$ cat src/sv/sstg_pkg.sv
// Shared types and constants for the Sierpinski subtriangle generator.
// No dependencies; imported by sstg_cell and sierpinski_subtriangle_gen_unit.
`default_nettype none

package sstg_pkg;

   // Width of the leaf index field
   localparam int unsigned IDX_BITS = 16;
   // Width of the configuration register index
   localparam int unsigned CSR_IDX_BITS = 3;
   // Width of the depth register
   localparam int unsigned DEPTH_REG_BITS = 4;
   // Width of the powers-of-three constants
   localparam int unsigned POW_BITS = 32;

   // Configuration register indexes
   typedef enum logic [CSR_IDX_BITS-1:0] {
      CSR_CORNER0_X = 3'd0,
      CSR_CORNER0_Y = 3'd1,
      CSR_CORNER1_X = 3'd2,
      CSR_CORNER1_Y = 3'd3,
      CSR_CORNER2_X = 3'd4,
      CSR_CORNER2_Y = 3'd5,
      CSR_DEPTH     = 3'd6
   } csr_index_type;

   // Base-3 digit selecting the child triangle
   typedef enum logic [1:0] {
      DIGIT_CORNER0 = 2'd0,
      DIGIT_CORNER1 = 2'd1,
      DIGIT_CORNER2 = 2'd2
   } digit_type;

   // Control group handed from cell to cell with each request
   typedef struct packed {
      logic                valid;
      logic                too_large;
      logic [IDX_BITS-1:0] rem;
   } ctl_type;

   // 3^n, used only to build constants at elaboration
   function automatic logic [POW_BITS-1:0] pow3(input int unsigned n);
      logic [POW_BITS-1:0] p;
      p = POW_BITS'(1);
      for (int unsigned i = 0; i < n; i++) begin
         p = p * POW_BITS'(3);
      end
      return p;
   endfunction

endpackage

`default_nettype wire

$ cat src/sv/sstg_cell.sv
// One subdivision level: takes a base-3 digit off the remaining index and
// replaces the triangle by the selected midpoint child. Depends on sstg_pkg.
`default_nettype none

module sstg_cell #(
   parameter int unsigned MAX_DEPTH  = 10,
   parameter int unsigned COORD_BITS = 24,
   parameter int unsigned LEVEL      = 1
) (
   input  wire logic                                 clock,
   input  wire logic                                 reset,
   input  wire logic [$clog2(MAX_DEPTH+1)-1:0]       depth_sat,
   input  wire sstg_pkg::ctl_type                    up_ctl,
   input  wire logic [2:0][COORD_BITS-1:0]           up_px,
   input  wire logic [2:0][COORD_BITS-1:0]           up_py,
   output logic                                      up_stall,
   output sstg_pkg::ctl_type                         dn_ctl,
   output logic [2:0][COORD_BITS-1:0]                dn_px,
   output logic [2:0][COORD_BITS-1:0]                dn_py,
   input  wire logic                                 dn_stall
);
   import sstg_pkg::*;

   localparam int unsigned DEPTH_W = $clog2(MAX_DEPTH + 1);
   localparam logic [POW_BITS-1:0] P1 = pow3(LEVEL - 1);
   localparam logic [POW_BITS-1:0] P2 = P1 << 1;

   ctl_type                  ctl_ff, ctl_in;
   logic [2:0][COORD_BITS-1:0] px_ff, px_in, py_ff, py_in;
   logic                     active;
   logic [POW_BITS-1:0]      rem_ext;
   digit_type                digit;
   logic [COORD_BITS:0]      s01x, s02x, s12x, s01y, s02y, s12y;
   logic [COORD_BITS-1:0]    m01x, m02x, m12x, m01y, m02y, m12y;
   logic                     take;

   // This level applies only when the configured depth reaches it
   assign active  = (depth_sat >= DEPTH_W'(LEVEL));
   assign rem_ext = POW_BITS'(up_ctl.rem);

   // Digit at this level: remaining index is below 3^LEVEL here
   always_comb begin
      if (rem_ext >= P2) begin
         digit = DIGIT_CORNER2;
      end else if (rem_ext >= P1) begin
         digit = DIGIT_CORNER1;
      end else begin
         digit = DIGIT_CORNER0;
      end
   end

   // Floor midpoints: sign-extended sum, drop the low bit
   assign s01x = {up_px[0][COORD_BITS-1], up_px[0]} + {up_px[1][COORD_BITS-1], up_px[1]};
   assign s02x = {up_px[0][COORD_BITS-1], up_px[0]} + {up_px[2][COORD_BITS-1], up_px[2]};
   assign s12x = {up_px[1][COORD_BITS-1], up_px[1]} + {up_px[2][COORD_BITS-1], up_px[2]};
   assign s01y = {up_py[0][COORD_BITS-1], up_py[0]} + {up_py[1][COORD_BITS-1], up_py[1]};
   assign s02y = {up_py[0][COORD_BITS-1], up_py[0]} + {up_py[2][COORD_BITS-1], up_py[2]};
   assign s12y = {up_py[1][COORD_BITS-1], up_py[1]} + {up_py[2][COORD_BITS-1], up_py[2]};
   assign m01x = s01x[COORD_BITS:1];
   assign m02x = s02x[COORD_BITS:1];
   assign m12x = s12x[COORD_BITS:1];
   assign m01y = s01y[COORD_BITS:1];
   assign m02y = s02y[COORD_BITS:1];
   assign m12y = s12y[COORD_BITS:1];

   // Child selection and index remainder
   always_comb begin
      ctl_in = up_ctl;
      px_in  = up_px;
      py_in  = up_py;
      if (active) begin
         case (digit)
            DIGIT_CORNER0: begin
               px_in[1] = m01x; py_in[1] = m01y;
               px_in[2] = m02x; py_in[2] = m02y;
            end
            DIGIT_CORNER1: begin
               ctl_in.rem = IDX_BITS'(rem_ext - P1);
               px_in[0] = m01x; py_in[0] = m01y;
               px_in[2] = m12x; py_in[2] = m12y;
            end
            DIGIT_CORNER2: begin
               ctl_in.rem = IDX_BITS'(rem_ext - P2);
               px_in[0] = m02x; py_in[0] = m02y;
               px_in[1] = m12x; py_in[1] = m12y;
            end
            default: begin
               ctl_in = up_ctl;
            end
         endcase
      end
   end

   // Stage moves when empty or when the next stage takes its request
   assign up_stall = ctl_ff.valid && dn_stall;
   assign take     = !up_stall;

   always_ff @(posedge clock) begin
      if (reset) begin
         ctl_ff <= '0;
      end else if (take) begin
         ctl_ff <= ctl_in;
      end
   end

   always_ff @(posedge clock) begin
      if (take && up_ctl.valid) begin
         px_ff <= px_in;
         py_ff <= py_in;
      end
   end

   assign dn_ctl = ctl_ff;
   assign dn_px  = px_ff;
   assign dn_py  = py_ff;

endmodule

`default_nettype wire

$ cat config.mk
export PLATFORM = sky130hd
export DESIGN_NAME = sstg_cell
export DESIGN_NICKNAME = d
export VERILOG_FILES = /design/src/sv/sstg_pkg.sv /design/src/sv/sstg_cell.sv
export SDC_FILE = /design/constraint.sdc
export NUM_CORES = 1
export LEC_CHECK = 0
export BUFFER_PORTS_ARGS = -buffer_cell sky130_fd_sc_hd__buf_2
export CAP_MARGIN = 5
export CORE_MARGIN = 5
export CORE_UTILIZATION = 35
export CTS_CLUSTER_DIAMETER = 200
export DETAILED_ROUTE_END_ITERATION = 12
export GPL_ROUTABILITY_DRIVEN = 0
export PLACE_DENSITY = 0.53
export SLEW_MARGIN = 40
export SYNTH_ARGS = -nofsm -noshare
export SYNTH_HDL_FRONTEND = slang
export SYNTH_SLANG_ARGS = --single-unit
$ cat constraint.sdc
create_clock -name clock -period 5.75 [get_ports clock]
set_input_delay 0.575 -clock clock [delete_from_list [all_inputs] [get_ports clock]]
set_output_delay 0.575 -clock clock [all_outputs]
set_load 0.02 [all_outputs]
==> impl_metrics.prom <==
# TYPE chip_impl_metric gauge
chip_impl_metric{name="timing.critical_path.buf_inv",unit=""} 2
chip_impl_info{name="critPathSlowestCell",value="nor4_1"} 1
chip_impl_metric{name="floorplan.io_pins",unit=""} 332
chip_impl_metric{name="routed_via_density",unit=""} 5.92
chip_impl_metric{name="hold_viol_final",unit=""} 0
chip_impl_metric{name="horizontal_die_dimension",unit="um"} 216
chip_impl_metric{name="post_cts_hold_buffer_count",unit=""} 0
chip_impl_metric{name="pwr-share-comb",unit="%"} 37.6
chip_impl_info{name="critical_path.endpoint_type",value="register"} 1
chip_impl_metric{name="setup_violations",unit=""} 0
chip_impl_metric{name="drc_violations_left",unit=""} 0
chip_impl_metric{name="initial_antenna_violation_count",unit=""} 1
chip_impl_metric{name="finalCriticalPeriod",unit="ps"} 4040
chip_impl_metric{name="finalWirelength",unit="um"} 61800
chip_impl_info{name="min-delay-path-class",value="in -> reg"} 1
chip_impl_metric{name="synth_xor_xnor_area_share",unit="%"} 7.66
chip_impl_metric{name="wp_data_arrival",unit="ps"} 4260
chip_impl_metric{name="route.antenna.remaining_nets",unit=""} 0
chip_impl_metric{name="synth-compound-area-share",unit="%"} 27.3
chip_impl_metric{name="routed_wire_length_per_instance",unit="um"} 23.7
chip_impl_info{name="path_delay_family",value="simple AND/OR/NAND/NOR gates"} 1
chip_impl_metric{name="internal-power",unit="W"} 0.00275
chip_impl_metric{name="nNetsFinal",unit=""} 2366
chip_impl_metric{name="placeableCoreArea",unit="um^2"} 41900
chip_impl_metric{name="areal_power_density_over_the_cells",unit="nW/um^2"} 247
chip_impl_metric{name="grt_first_pass_wirelength",unit="um"} 90700
chip_impl_metric{name="fmax",unit="MHz"} 247
chip_impl_metric{name="synth_warnings",unit=""} 0
chip_impl_metric{name="ys_seq_area_share",unit="%"} 31.5
chip_impl_info{name="clock-root-buffer",value="clkbuf_16"} 1
chip_impl_metric{name="max-cap-violations",unit=""} 0
chip_impl_metric{name="drt_pass1_iterations",unit=""} 5
chip_impl_metric{name="synth-edff-count",unit=""} 144
chip_impl_metric{name="synthSimpleGateAreaFrac",unit="%"} 17.0
chip_impl_metric{name="drtIter0Drc",unit=""} 1198
chip_impl_info{name="list_of_cells_traversed_by_the_critical_path",value="buf_2, nor4_1, and3_1, nand2_2, buf_4, nor2_2, nand2_1, o32ai_1, nor2_1"} 1
chip_impl_metric{name="relSlewSlack",unit="%"} 43.7
chip_impl_metric{name="detailed_place_hpwl",unit="um"} 47200
chip_impl_metric{name="finalCoreUtilization",unit="%"} 42.2
chip_impl_metric{name="htree_levels",unit=""} 4
chip_impl_metric{name="syn_nets",unit=""} 2069
chip_impl_info{name="cts_tree",value="done"} 1
chip_impl_info{name="worstSetupStartpointType",value="input pin"} 1
chip_impl_info{name="result_of_the_run",value="completed"} 1
chip_impl_metric{name="die_y",unit="um"} 216
chip_impl_metric{name="maximum_clock_path_buffer_count",unit=""} 2
chip_impl_metric{name="crit_path_max_fanout",unit=""} 29
chip_impl_metric{name="critical-path-max-stage-delay",unit="ps"} 700
chip_impl_metric{name="netlist_area",unit="um^2"} 14900
chip_impl_metric{name="maxSlewViolCount",unit=""} 0
chip_impl_metric{name="synth-seq-cells",unit=""} 162
chip_impl_metric{name="postCtsResizedCells",unit=""} 0
chip_impl_metric{name="power.switching_fraction",unit="%"} 36.9
chip_impl_metric{name="clkTransAtPathRegs",unit="ps"} 70
chip_impl_metric{name="fin_crit_sh",unit="%"} 70.3
chip_impl_metric{name="distinct_cells_synth",unit=""} 76
chip_impl_metric{name="vias",unit=""} 15400
chip_impl_metric{name="final.hold.worst_slack",unit="ps"} 339
chip_impl_metric{name="synth_cells",unit=""} 1751
chip_impl_metric{name="adder_and_majority_cell_fraction_of_the_synthesized_area",unit="%"} 12.8
chip_impl_metric{name="leakage",unit="nW"} 7.60
chip_impl_metric{name="grt_util_all_layers",unit="%"} 25.3
chip_impl_metric{name="tns",unit="ps"} 0
chip_impl_metric{name="cp.required",unit="ps"} 5970
chip_impl_metric{name="p_seq_share",unit="%"} 34.3
chip_impl_metric{name="portBuffers",unit=""} 331
chip_impl_metric{name="synth_mux_area_share",unit="%"} 0.421
chip_impl_metric{name="netSwitchingPower",unit="W"} 0.00161
chip_impl_metric{name="max_slew.worst_pin.slew",unit="ps"} 843
chip_impl_metric{name="finClkSkew",unit="ps"} 8.77
chip_impl_metric{name="power.ir.vdd_worst",unit="mV"} 0.166
chip_impl_info{name="ys_dominant_reg_cell",value="edfxtp_1"} 1
chip_impl_metric{name="grt_pass1_vias",unit=""} 15200
chip_impl_info{name="synth_top_family_by_area",value="compound AO/OA/AOI/OAI gates"} 1
chip_impl_metric{name="grt_max_degree",unit=""} 48
chip_impl_metric{name="clk_lat_worst_skew",unit="ps"} 470
chip_impl_metric{name="grt_overflow",unit=""} 0
chip_impl_metric{name="synthToLayoutAreaGrowth",unit="%"} 19.1
chip_impl_metric{name="cts.repair_timing.setup_buffer_count",unit=""} 0
chip_impl_metric{name="async_reset_ff_share",unit="%"} 0
chip_impl_metric{name="final_layout_size_suffix_gt1_share",unit="%"} 20.3
chip_impl_metric{name="clock_power_share",unit="%"} 28.1
chip_impl_metric{name="cts-buffers-inserted",unit=""} 17
chip_impl_metric{name="avgSynthCellArea",unit="um^2"} 8.49
chip_impl_metric{name="tritoncts_sinks",unit=""} 162
chip_impl_metric{name="initial_standard_cell_utilization_of_the_core",unit="%"} 35.4
chip_impl_info{name="rsz0062_at_grt",value="false"} 1
chip_impl_metric{name="std_cell_rows",unit=""} 75
chip_impl_info{name="timing.setup.critical_path_class",value="in -> reg"} 1
chip_impl_metric{name="die-area",unit="um^2"} 46700
[cells by family after synthesis]
family,after synthesis
simple gates,558
flops,162
compound gates,629
fa+ha+maj,149
xor+xnor,130
mux,6
buf+inv,117
[worst reg2reg max path, cell delays in order, from the launching register on]
cell     delay [ps]
dfxtp_1         310
nand2_1         620
and2_4          560
buf_4           590
[layout make-up]
class / instances / area [um^2]
clock buffer: 17 / 425
antenna: 1 / 2.50
inverter: 45 / 169
timing repair buffer: 350 / 1810
tap: 539 / 674
multi-input combinational: 1472 / 9750
fill: 4254 / 24200
clock inverter: 15 / 181
sequential: 162 / 4680
[per-layer routing]
metal	vias up	wire length, um	global-route usage (%)
met5	-	0	0
met4	0	1910	9.39
met3	100	5470	4.79
met2	800	28700	42.0
met1	7288	25700	33.0
li1	7201	-	-
[layout by cell type, fill, tap and decap left out, drive strengths merged, types with 42 or more instances in the layout]
| master | instances |
|---|---|
| a21o | 48 |
| ha | 143 |
| xnor2 | 80 |
| nand2 | 200 |
| a31oi | 42 |
| xor2 | 50 |
| a21oi | 176 |
| nor2 | 180 |
| inv | 49 |
| o21ai | 112 |
| edfxtp | 144 |
| buf | 350 |
[registers in the layout, summed over array words and instances (netlist names)]
name	cells
dn_py	72
dn_ctl	18
dn_px	72
[per-stage QoR]
stage / power (W) / std cells / cell area, um^2 / setup slack (ps)
after floorplan: 0.00260 / 1751 / 14900 / 907
after global placement: 0.00313 / 2567 / 17100 / 1430
after detailed placement: 0.00313 / 2568 / 17100 / 1290
after CTS: 0.00436 / 2600 / 17700 / 1790
after global routing: 0.00457 / 2601 / 17700 / 1540
final: 0.00436 / 2601 / 17700 / 1710
[final timing paths]
| path | from | endpoint | slack [ps] | depth (start not counted) |
|---|---|---|---|---|
| worst max-delay path | up_ctl[2] | dn_px[23]$_DFFE_PP_ | 1710 | 9 |
| worst min-delay path | up_ctl[17] | dn_ctl[17]$_SDFFE_PP0N_ | 340 | 3 |
| worst max register to register | dn_ctl[17]$_SDFFE_PP0N_ | dn_py[39]$_DFFE_PP_ | 3280 | 3 |
| worst min register to register | dn_ctl[6]$_SDFFE_PP0N_ | dn_ctl[6]$_SDFFE_PP0N_ | 450 | 2 |
[Yosys cell counts, types with 6 or more instances]
| library cell | number | area [um^2] |
|---|---|---|
| a31oi_1 | 42 | 263 |
| or2_2 | 10 | 62.6 |
| fa_1 | 6 | 120 |
| a22oi_1 | 32 | 240 |
| inv_1 | 45 | 169 |
| nand4_1 | 14 | 87.6 |
| a21oi_1 | 176 | 881 |
| o21bai_1 | 20 | 150 |
| o22ai_1 | 40 | 250 |
| edfxtp_1 | 144 | 4320 |
| a221oi_1 | 9 | 78.8 |
| a21o_1 | 48 | 360 |
| o21ai_0 | 111 | 556 |
| o211ai_1 | 9 | 67.6 |
| xnor2_1 | 80 | 701 |
| buf_2 | 23 | 115 |
| nor4_1 | 6 | 37.5 |
| a22o_1 | 17 | 149 |
| dfxtp_1 | 18 | 360 |
| o21a_1 | 16 | 120 |
| xor2_1 | 50 | 438 |
| o221ai_1 | 6 | 52.6 |
| clkbuf_1 | 44 | 165 |
| ha_1 | 143 | 1790 |
| nor2b_1 | 14 | 87.6 |
| nand2b_1 | 22 | 138 |
| nand3_1 | 25 | 125 |
| or3_1 | 9 | 56.3 |
| and2_1 | 13 | 81.3 |
| o31ai_1 | 6 | 45.0 |
| nor3_1 | 29 | 145 |
| and3_1 | 18 | 113 |
| nor2_1 | 176 | 661 |
| o41ai_1 | 8 | 70.1 |
| a211oi_1 | 28 | 210 |
| o2111ai_1 | 7 | 61.3 |
| nand2_1 | 200 | 751 |
[power groups by stage]
stage / Clock [W] / Combinational, W / Sequential (W)
after global routing: 0.00129 / 0.00178 / 0.00151
after global placement: 0 / 0.00160 / 0.00152
final: 0.00122 / 0.00164 / 0.00150
after detailed placement: 0 / 0.00161 / 0.00152
after CTS: 0.00125 / 0.00162 / 0.00150
after floorplan: 0 / 0.000925 / 0.00167
Power figures use the tool's default switching activity.
